### src/rtl/core/allm_pkg.sv
// Shared constants, command and status codes and sequencer states
// for the linked list manager. No dependencies.
`default_nettype none

package allm_pkg;

    localparam int NODE_COUNT = 32;
    localparam int DATA_WIDTH = 32;
    localparam int IDX_W = $clog2(NODE_COUNT);
    localparam int STEP_W = IDX_W + 1;

    typedef enum logic [3:0] {
        CMD_ADD_FIRST = 4'd0,
        CMD_ADD_LAST  = 4'd1,
        CMD_REM_FIRST = 4'd2,
        CMD_REM_LAST  = 4'd3,
        CMD_REM_AT    = 4'd4,
        CMD_REM_CUR   = 4'd5,
        CMD_SEARCH    = 4'd6,
        CMD_NEXT      = 4'd7,
        CMD_CLEAR     = 4'd8
    } cmd_t;

    typedef enum logic [1:0] {
        ST_OK     = 2'd0,
        ST_FULL   = 2'd1,
        ST_EMPTY  = 2'd2,
        ST_AT_END = 2'd3
    } status_t;

    typedef enum logic [4:0] {
        S_IDLE,
        S_DISPATCH,
        S_ALLOC,
        S_ALLOC_WT,
        S_LINK,
        S_LINK2,
        S_DF_RD,
        S_DF_WT,
        S_CLR,
        S_RL_RD,
        S_RL_WT,
        S_RL_END,
        S_RA_RD,
        S_RA_WT,
        S_RA_LWT,
        S_SR_RD,
        S_SR_WT,
        S_NX_RD,
        S_NX_WT,
        S_FIN,
        S_OUT
    } state_t;

endpackage

`default_nettype wire

### src/rtl/core/allm_ram.sv
// Generic single write port, single read port RAM with registered read data.
// No dependencies.
`default_nettype none

module allm_ram #(
    parameter int WIDTH = 8,
    parameter int DEPTH = 16
) (
    input  wire logic                     clk,
    input  wire logic                     we,
    input  wire logic [$clog2(DEPTH)-1:0] waddr,
    input  wire logic [WIDTH-1:0]         wdata,
    input  wire logic [$clog2(DEPTH)-1:0] raddr,
    output logic      [WIDTH-1:0]         rdata
);

    logic [WIDTH-1:0] mem [DEPTH];

    always_ff @(posedge clk)
    begin
        if (we)
        begin
            mem[waddr] <= wdata;
        end
        rdata <= mem[raddr];
    end

endmodule

`default_nettype wire

### src/rtl/core/array_linked_list_manager.sv
// Linked list manager: a singly linked list kept in a fixed node store.
// Depends on allm_pkg and allm_ram.
//
// Usage: one command enters on the input channel (in_valid, in_ready with
// command, value and node_index) and exactly one result leaves on the
// output channel (out_valid, out_ready with status, result_node and
// result_data). Each transfer completes when valid and ready are both high.
// Commands are processed one at a time by a small sequencer that steps
// through the node store, one RAM read per step. An add takes a freed node
// if there is one, else the next node above the high-water mark. Remove last,
// remove at, remove current, search and clear walk the list one node at a
// time. in_ready is high only while the sequencer is idle, from the cycle
// the result is registered. The result register keeps a finished result
// while the receiver stalls, and the next command may be accepted
// meanwhile; its result waits until the first is taken.
// Reset empties the list and the free list; the node RAMs are not cleared
// and need no clearing pass.
`default_nettype none

module array_linked_list_manager
    import allm_pkg::*;
(
    input  wire logic        clk,
    input  wire logic        rst_n,
    input  wire logic        in_valid,
    output logic             in_ready,
    input  wire logic [3:0]  command,
    input  wire logic [31:0] value,
    input  wire logic [4:0]  node_index,
    output logic             out_valid,
    input  wire logic        out_ready,
    output logic [1:0]       status,
    output logic [4:0]       result_node,
    output logic [31:0]      result_data
);

    localparam logic [IDX_W-1:0]  LAST_NODE = IDX_W'(NODE_COUNT - 1);
    localparam logic [STEP_W-1:0] STEP_MAX  = STEP_W'(NODE_COUNT);

    state_t state_reg, state_next;
    logic [3:0]            cmd_reg, cmd_next;
    logic [DATA_WIDTH-1:0] value_reg, value_next;
    logic [IDX_W-1:0]      idx_reg, idx_next;
    logic                  idx_ok_reg, idx_ok_next;
    logic [IDX_W-1:0]      head_reg, head_next;
    logic [IDX_W-1:0]      tail_reg, tail_next;
    logic [IDX_W-1:0]      cur_reg, cur_next;
    logic [IDX_W-1:0]      fhead_reg, fhead_next;
    logic [IDX_W-1:0]      hw_reg, hw_next;
    logic [IDX_W-1:0]      ptr_reg, ptr_next;
    logic [IDX_W-1:0]      pre_reg, pre_next;
    logic [IDX_W-1:0]      node_reg, node_next;
    logic [STEP_W-1:0]     steps_reg, steps_next;
    status_t               status_reg, status_next;
    logic                  out_valid_reg, out_valid_next;
    logic [1:0]            out_status_reg, out_status_next;
    logic [4:0]            out_node_reg, out_node_next;
    logic [31:0]           out_data_reg, out_data_next;

    logic                  d_we, l_we, f_we;
    logic [IDX_W-1:0]      d_waddr, d_raddr, l_waddr, l_raddr, f_waddr, f_raddr;
    logic [DATA_WIDTH-1:0] d_wdata, d_rdata;
    logic [IDX_W-1:0]      l_wdata, l_rdata, f_wdata, f_rdata;

    logic accept, out_free, steps_left;

    assign in_ready    = (state_reg == S_IDLE);
    assign accept      = in_valid && in_ready;
    assign out_free    = !out_valid_reg || out_ready;
    assign steps_left  = (steps_reg < STEP_MAX);
    assign out_valid   = out_valid_reg;
    assign status      = out_status_reg;
    assign result_node = out_node_reg;
    assign result_data = out_data_reg;

    allm_ram #(.WIDTH(DATA_WIDTH), .DEPTH(NODE_COUNT)) u_data (
        .clk(clk), .we(d_we), .waddr(d_waddr), .wdata(d_wdata),
        .raddr(d_raddr), .rdata(d_rdata)
    );

    allm_ram #(.WIDTH(IDX_W), .DEPTH(NODE_COUNT)) u_link (
        .clk(clk), .we(l_we), .waddr(l_waddr), .wdata(l_wdata),
        .raddr(l_raddr), .rdata(l_rdata)
    );

    allm_ram #(.WIDTH(IDX_W), .DEPTH(NODE_COUNT)) u_free (
        .clk(clk), .we(f_we), .waddr(f_waddr), .wdata(f_wdata),
        .raddr(f_raddr), .rdata(f_rdata)
    );

    always_comb
    begin
        state_next = state_reg;
        case (state_reg)
            S_IDLE:
            begin
                if (accept)
                begin
                    state_next = S_DISPATCH;
                end
            end
            S_DISPATCH:
            begin
                case (cmd_reg)
                    CMD_ADD_FIRST, CMD_ADD_LAST:
                        state_next = S_ALLOC;
                    CMD_REM_FIRST, CMD_REM_LAST:
                        state_next = (head_reg == '0) ? S_FIN : S_DF_RD;
                    CMD_REM_AT:
                    begin
                        if (head_reg == '0 || !idx_ok_reg)
                            state_next = S_FIN;
                        else
                            state_next = (idx_reg == head_reg) ? S_DF_RD : S_RA_RD;
                    end
                    CMD_REM_CUR:
                    begin
                        if (head_reg == '0 || cur_reg == '0)
                            state_next = S_FIN;
                        else
                            state_next = (cur_reg == head_reg) ? S_DF_RD : S_RA_RD;
                    end
                    CMD_SEARCH:
                        state_next = S_SR_RD;
                    CMD_NEXT:
                        state_next = (cur_reg == '0) ? S_FIN : S_NX_RD;
                    CMD_CLEAR:
                        state_next = S_CLR;
                    default:
                        state_next = S_FIN;
                endcase
            end
            S_ALLOC:
            begin
                if (fhead_reg != '0)
                    state_next = S_ALLOC_WT;
                else if (hw_reg != LAST_NODE)
                    state_next = S_LINK;
                else
                    state_next = S_FIN;
            end
            S_ALLOC_WT:
                state_next = S_LINK;
            S_LINK:
            begin
                if (cmd_reg == CMD_ADD_FIRST || head_reg == '0)
                    state_next = S_FIN;
                else
                    state_next = S_LINK2;
            end
            S_LINK2:
                state_next = S_FIN;
            S_DF_RD:
                state_next = S_DF_WT;
            S_DF_WT:
            begin
                if (cmd_reg == CMD_REM_LAST && l_rdata != '0)
                    state_next = S_RL_RD;
                else if (cmd_reg == CMD_CLEAR)
                    state_next = S_CLR;
                else
                    state_next = S_FIN;
            end
            S_CLR:
                state_next = (steps_left && head_reg != '0) ? S_DF_WT : S_FIN;
            S_RL_RD:
                state_next = steps_left ? S_RL_WT : S_RL_END;
            S_RL_WT:
                state_next = (l_rdata != '0) ? S_RL_RD : S_RL_END;
            S_RL_END:
                state_next = S_FIN;
            S_RA_RD:
                state_next = steps_left ? S_RA_WT : S_FIN;
            S_RA_WT:
            begin
                if (l_rdata == idx_reg)
                    state_next = S_RA_LWT;
                else
                    state_next = (l_rdata == '0) ? S_FIN : S_RA_RD;
            end
            S_RA_LWT:
                state_next = S_FIN;
            S_SR_RD:
                state_next = (steps_left && ptr_reg != '0) ? S_SR_WT : S_FIN;
            S_SR_WT:
                state_next = (d_rdata == value_reg) ? S_FIN : S_SR_RD;
            S_NX_RD:
                state_next = S_NX_WT;
            S_NX_WT:
                state_next = S_FIN;
            S_FIN:
                state_next = S_OUT;
            S_OUT:
                state_next = out_free ? S_IDLE : S_OUT;
            default:
                state_next = S_IDLE;
        endcase
    end

    always_comb
    begin
        cmd_next        = cmd_reg;
        value_next      = value_reg;
        idx_next        = idx_reg;
        idx_ok_next     = idx_ok_reg;
        head_next       = head_reg;
        tail_next       = tail_reg;
        cur_next        = cur_reg;
        fhead_next      = fhead_reg;
        hw_next         = hw_reg;
        ptr_next        = ptr_reg;
        pre_next        = pre_reg;
        node_next       = node_reg;
        steps_next      = steps_reg;
        status_next     = status_reg;
        out_valid_next  = out_valid_reg && !out_ready;
        out_status_next = out_status_reg;
        out_node_next   = out_node_reg;
        out_data_next   = out_data_reg;
        d_we = 1'b0;  d_waddr = '0;  d_wdata = '0;  d_raddr = '0;
        l_we = 1'b0;  l_waddr = '0;  l_wdata = '0;  l_raddr = '0;
        f_we = 1'b0;  f_waddr = '0;  f_wdata = '0;  f_raddr = '0;
        case (state_reg)
            S_IDLE:
            begin
                if (accept)
                begin
                    cmd_next    = command;
                    value_next  = DATA_WIDTH'(value);
                    idx_next    = IDX_W'(node_index);
                    idx_ok_next = (node_index != 5'd0) && (32'(node_index) < NODE_COUNT);
                end
            end
            S_DISPATCH:
            begin
                status_next = ST_OK;
                ptr_next    = head_reg;
                steps_next  = '0;
                case (cmd_reg)
                    CMD_REM_FIRST, CMD_REM_LAST:
                    begin
                        if (head_reg == '0)
                            status_next = ST_EMPTY;
                    end
                    CMD_REM_AT:
                    begin
                        if (head_reg == '0 || !idx_ok_reg)
                            status_next = ST_EMPTY;
                    end
                    CMD_REM_CUR:
                    begin
                        idx_next = cur_reg;
                        if (head_reg == '0 || cur_reg == '0)
                            status_next = ST_EMPTY;
                    end
                    CMD_NEXT:
                    begin
                        if (cur_reg == '0)
                            status_next = ST_AT_END;
                    end
                    default:
                    begin
                        status_next = ST_OK;
                    end
                endcase
            end
            S_ALLOC:
            begin
                if (fhead_reg != '0)
                begin
                    f_raddr = fhead_reg;
                end
                else if (hw_reg != LAST_NODE)
                begin
                    hw_next   = hw_reg + 1'b1;
                    node_next = hw_reg + 1'b1;
                end
                else
                begin
                    status_next = ST_FULL;
                end
            end
            S_ALLOC_WT:
            begin
                node_next  = fhead_reg;
                fhead_next = f_rdata;
            end
            S_LINK:
            begin
                d_we    = 1'b1;
                d_waddr = node_reg;
                d_wdata = value_reg;
                l_we    = 1'b1;
                l_waddr = node_reg;
                if (cmd_reg == CMD_ADD_FIRST || head_reg == '0)
                begin
                    l_wdata   = head_reg;
                    head_next = node_reg;
                    cur_next  = node_reg;
                    if (head_reg == '0)
                        tail_next = node_reg;
                end
                else
                begin
                    l_wdata = '0;
                end
            end
            S_LINK2:
            begin
                l_we      = 1'b1;
                l_waddr   = tail_reg;
                l_wdata   = node_reg;
                tail_next = node_reg;
                cur_next  = node_reg;
            end
            S_DF_RD:
            begin
                l_raddr = head_reg;
            end
            S_DF_WT:
            begin
                if (cmd_reg == CMD_REM_LAST && l_rdata != '0)
                begin
                    pre_next   = head_reg;
                    ptr_next   = l_rdata;
                    steps_next = STEP_W'(1);
                end
                else
                begin
                    f_we       = 1'b1;
                    f_waddr    = head_reg;
                    f_wdata    = fhead_reg;
                    fhead_next = head_reg;
                    head_next  = l_rdata;
                    cur_next   = l_rdata;
                    if (l_rdata == '0)
                        tail_next = '0;
                end
            end
            S_CLR:
            begin
                if (steps_left && head_reg != '0)
                begin
                    steps_next = steps_reg + 1'b1;
                    l_raddr    = head_reg;
                end
                else
                begin
                    head_next = '0;
                    tail_next = '0;
                    cur_next  = '0;
                end
            end
            S_RL_RD:
            begin
                l_raddr = ptr_reg;
            end
            S_RL_WT:
            begin
                if (l_rdata != '0)
                begin
                    pre_next   = ptr_reg;
                    ptr_next   = l_rdata;
                    steps_next = steps_reg + 1'b1;
                end
            end
            S_RL_END:
            begin
                l_we       = 1'b1;
                l_waddr    = pre_reg;
                l_wdata    = '0;
                f_we       = 1'b1;
                f_waddr    = ptr_reg;
                f_wdata    = fhead_reg;
                fhead_next = ptr_reg;
                cur_next   = pre_reg;
                tail_next  = pre_reg;
            end
            S_RA_RD:
            begin
                if (steps_left)
                    l_raddr = ptr_reg;
                else
                    status_next = ST_EMPTY;
            end
            S_RA_WT:
            begin
                if (l_rdata == idx_reg)
                begin
                    l_raddr = idx_reg;
                end
                else
                begin
                    ptr_next   = l_rdata;
                    steps_next = steps_reg + 1'b1;
                    if (l_rdata == '0)
                        status_next = ST_EMPTY;
                end
            end
            S_RA_LWT:
            begin
                l_we       = 1'b1;
                l_waddr    = ptr_reg;
                l_wdata    = l_rdata;
                f_we       = 1'b1;
                f_waddr    = idx_reg;
                f_wdata    = fhead_reg;
                fhead_next = idx_reg;
                cur_next   = ptr_reg;
                if (tail_reg == idx_reg)
                    tail_next = ptr_reg;
            end
            S_SR_RD:
            begin
                if (steps_left && ptr_reg != '0)
                begin
                    d_raddr = ptr_reg;
                    l_raddr = ptr_reg;
                end
                else
                begin
                    status_next = ST_EMPTY;
                end
            end
            S_SR_WT:
            begin
                if (d_rdata == value_reg)
                begin
                    cur_next = ptr_reg;
                end
                else
                begin
                    ptr_next   = l_rdata;
                    steps_next = steps_reg + 1'b1;
                end
            end
            S_NX_RD:
            begin
                l_raddr = cur_reg;
            end
            S_NX_WT:
            begin
                if (l_rdata == '0)
                    status_next = ST_AT_END;
                else
                    cur_next = l_rdata;
            end
            S_FIN:
            begin
                d_raddr = cur_reg;
            end
            S_OUT:
            begin
                d_raddr = cur_reg;
                if (out_free)
                begin
                    out_valid_next  = 1'b1;
                    out_status_next = status_reg;
                    out_node_next   = 5'(cur_reg);
                    out_data_next   = (cur_reg != '0) ? 32'(d_rdata) : 32'd0;
                end
            end
            default:
            begin
                status_next = ST_OK;
            end
        endcase
    end

    always_ff @(posedge clk or negedge rst_n)
    begin
        if (!rst_n)
        begin
            state_reg     <= S_IDLE;
            head_reg      <= '0;
            tail_reg      <= '0;
            cur_reg       <= '0;
            fhead_reg     <= '0;
            hw_reg        <= '0;
            out_valid_reg <= 1'b0;
        end
        else
        begin
            state_reg     <= state_next;
            head_reg      <= head_next;
            tail_reg      <= tail_next;
            cur_reg       <= cur_next;
            fhead_reg     <= fhead_next;
            hw_reg        <= hw_next;
            out_valid_reg <= out_valid_next;
        end
    end

    always_ff @(posedge clk)
    begin
        cmd_reg        <= cmd_next;
        value_reg      <= value_next;
        idx_reg        <= idx_next;
        idx_ok_reg     <= idx_ok_next;
        ptr_reg        <= ptr_next;
        pre_reg        <= pre_next;
        node_reg       <= node_next;
        steps_reg      <= steps_next;
        status_reg     <= status_next;
        out_status_reg <= out_status_next;
        out_node_reg   <= out_node_next;
        out_data_reg   <= out_data_next;
    end

endmodule

`default_nettype wire

### config.mk
export PLATFORM = sky130hd
export DESIGN_NAME = array_linked_list_manager
export DESIGN_NICKNAME = d
export VERILOG_FILES = /design/src/rtl/core/allm_pkg.sv /design/src/rtl/core/allm_ram.sv /design/src/rtl/core/array_linked_list_manager.sv
export SDC_FILE = /design/constraint.sdc
export NUM_CORES = 2
export LEC_CHECK = 0
export ABC_AREA = 1
export BUFFER_PORTS_ARGS = -buffer_cell sky130_fd_sc_hd__buf_2
export CAP_MARGIN = 20
export CORE_UTILIZATION = 57
export DETAILED_ROUTE_END_ITERATION = 10
export PLACE_DENSITY_LB_ADDON = 0.3
export SYNTH_ARGS = -nofsm -noshare
export SYNTH_HDL_FRONTEND = slang
export SYNTH_SLANG_ARGS = --single-unit
### constraint.sdc
create_clock -name clk -period 3.3 [get_ports clk]
set_input_delay 0.33 -clock clk [delete_from_list [all_inputs] [get_ports clk]]
set_output_delay 0.33 -clock clk [all_outputs]
set_load 0.02 [all_outputs]
==> summary.md <==
| Metric | Value |
|---|---|
| Filler instances | 8011 |
| Layout cell share with drive strength beyond 1 | 12.5% |
| Die width | 339 um |
| Area Growth Syn to Fin | 15.2% |
| Diode count | 0 |
| Initial antenna violation count | 4 |
| Clk sinks | 1521 |
| Root buffer cell | clkbuf_16 |
| Routed Antenna Nets | 0 |
| Synthesized cell area | 64600 um2 |
| Post-layout util | 66.2% |
| Initial DRC count | 5182 |
| Post-route clock period utilization | 95.3% |
| Max-Cap Viols | 0 |
| R2r worst-path depth | 11 |
| Drt drc | 0 |
| Max_slew headroom | 28.8% |
| Post-CTS Setup Inserts | 0 |
| Mapped Cells | 5563 |
| H-tree levels | 4 |
| First-pass GRT wire length | 255000 um |
| Vias in the first global route | 42200 |
| Commonest non-fill, non-tap cell in the layout | edfxtp_1 |
| Status | complete, no violations |
| TritonCTS Buffers | 154 |
| Worst-path clk slew | 0.06 ns |
| Die area | 115000 um2 |
| CP max FO | 8 |
| CP arrival | 3.76 ns |
| VDD IR max | 0.452 mV |
| Largest reg by FF count | u_data.mem |
| Register area | 45100 um2 |
| Clock Path Buffers | 3 |
| Most frequent cells in the layout | edfxtp_1 (1448), nand2_1 (967), inv_1 (699) |
| Number of flops mapped to enable cells by yosys | 1448 |
| Setup Skew | 0.0297 ns |
| Asr flop ratio synth | 2.04% |
| CTS tree | built |
| Detailed-route wire length | 169000 um |
| Final worst-path setup slack | 0.153 ns |
| Remaining global-route overflow | 0 |
| Worst-Skew Late Latency | 0.79 ns |
| IO Port Bufs | 85 |
| Ports | 86 |
| PwrDens | 687 nW/um2 |
| Max Clock Freq | 318 MHz |
| Area of the multi-input gates | 15700 um2 |
| Synth warn | 0 |
| Core ar. | 112000 um2 |
| Ys flop type | edfxtp_1 |
| Placed wire-length estimate | 99200 um |
| Chip height | 339 um |
| Crit Path Class | reg -> reg |
| DR WL/cell | 22.7 um |
| Num rows | 123 |
| Starting Density | 57.5% |
| Hold path depth | 3 |
| Post-Synthesis Net Count | 5611 |
| Max reg flops | 1024 |
| RSZ-0062 raised after global routing | false |
| Dpl ws | 0.294 ns |
| Total GRT Usage | 29.4% |
| Leak Pwr | 27.6 nW |
| CP required | 3.92 ns |
| Via density per instance | 5.90 |
| Synth cell types | 47 |
| Final hold violation count | 0 |
| Largest net degree at the start of global routing | 100 |
| GPL Wtd Cong | 1.02 |
| Endpoint class of the critical path | flip-flop |
| Syn avg cell area | 11.6 um2 |
| Hold Crit Class | in -> reg |
| Fin nets | 5856 |
| Via count | 43900 |
| Worst setup SP type | flip-flop |
| Seq/Total Area, Yosys | 69.8% |
| Min Tclk post-route | 3.15 ns |
| Post-synthesis register bit count | 1521 |
| Finish-stage setup viols | 0 |
| Top Registers | u_data.mem (1024), u_free.mem (160), u_link.mem (160) |
| 1st-pass router iterations | 8 |
| Tightest Pin Transition | 1.07 ns |
| Max-slew violation count | 0 |
==> logic make-up (layout without fill, tap and decap cells) <==
group | count (synthesis) | after routing | synth area share [%]
AND/OR/NAND/NOR | 2092 | 2092 | 14.3
flip-flops | 1521 | 1521 | 69.8
buffers and inverters | 1042 | 1415 | 6.44
AO/OA/AOI/OAI | 867 | 867 | 8.80
XOR/XNOR | 35 | 35 | 0.475
adder cells (fa/ha/maj) | 3 | 3 | 0.0581
multiplexers | 3 | 3 | 0.0484
==> per-stage QoR <==
step	total power (W)	hold slack, ns	cell area (um2)	TNS (ns)	instances
6_report	0.0511	0.0644	74400	0	7436
5_1_grt	0.0530	0.0511	74400	0	7436
3_5_place_dp	0.0343	0.406	68900	0	7107
2_1_floorplan	0.0301	0.0344	64600	-45.24	5563
3_3_place_gp	0.0342	0.406	68900	0	7107
4_1_cts	0.0512	0.0200	74400	0	7436
==> final timing paths <==
path	start	to	slack, ns
setup / recovery	state_reg[4]	state_reg[4]	0.15
hold / removal	node_index[0]	idx_reg[0]	0.06
setup reg to reg	state_reg[4]	state_reg[4]	0.15
hold reg to reg	status_reg[1]	status[1]	0.42
max in group asynchronous	rst_n	cur_reg[4]	2.54
min in group asynchronous	rst_n	out_valid	0.21
==> power breakdown <==
part / leakage (nW) / switching [W] / total, W / internal, W
registers: 14.3 / 0.000723 / 0.0233 / 0.0226
logic: 10.9 / 0.00749 / 0.0109 / 0.00340
clock network: 2.40 / 0.00732 / 0.0169 / 0.00958
total: 27.6 / 0.0155 / 0.0511 / 0.0356
==> area by class of cell <==
class                   instances  area share, %
flip-flops and latches       1521           60.6
clock inverters                74          0.986
inverters                     722           3.66
well taps                    1500           2.52
repair buffers                409           5.39
clock buffers                 210           5.69
multi-input cells            3000           21.1
==> per-layer routing <==
metal / up-vias / wire length [um] / global-route usage (%)
met4: 2 / 7000 / 12.3
met2: 2227 / 78400 / 45.9
met5: - / 8 / 0
met1: 21200 / 67400 / 40.7
met3: 390 / 15900 / 5.52
li1: 20100 / - / -
==> worst max-delay path, stage by stage (launching register included) <==
cell and delay [ns]:
dfrtp_1 0.51, inv_2 0.12, nand2_1 0.15, nor2_1 0.08, buf_4 0.18, nor2_1 0.24, inv_2 0.09, buf_4 0.19
nor3_1 0.46, nand3_1 0.27, nor4_1 0.53, nand4_1 0.16
==> cell usage after synthesis (4+ instances only) <==
library cell,instances,area [um2]
inv_1,706,2650
xnor2_1,19,166
nand2_2,5,31.3
dfxtp_1,42,841
o22ai_1,12,75.1
o221ai_1,5,43.8
nor3_1,28,140
or2_2,66,413
nand3_1,675,3380
a31oi_1,4,25.0
nand2_1,967,3630
nand4_1,12,75.1
xor2_1,16,140
or2_0,10,62.6
buf_4,12,90.1
or2_1,17,106
a21oi_1,148,741
inv_2,13,48.8
o211ai_1,480,3600
a211oi_1,6,45.0
o2111ai_1,8,70.1
dfrtp_1,31,776
nor2_1,245,920
nor2_2,8,50.1
nand3b_1,51,383
edfxtp_1,1448,43500
buf_1,31,116
clkbuf_1,123,462
o21ai_1,108,541
buf_2,153,766
o21ai_0,83,415
==> what timing repair did <==
| item | in CTS | in global routing |
|---|---|---|
| hold buffers | 45 | 0 |
| resized for setup | 0 | 2 |
| hold endpoints to repair | 74 | 0 |
| endpoints found under the setup margin | 0 | 25 |
(Power assumes the default switching activity.)
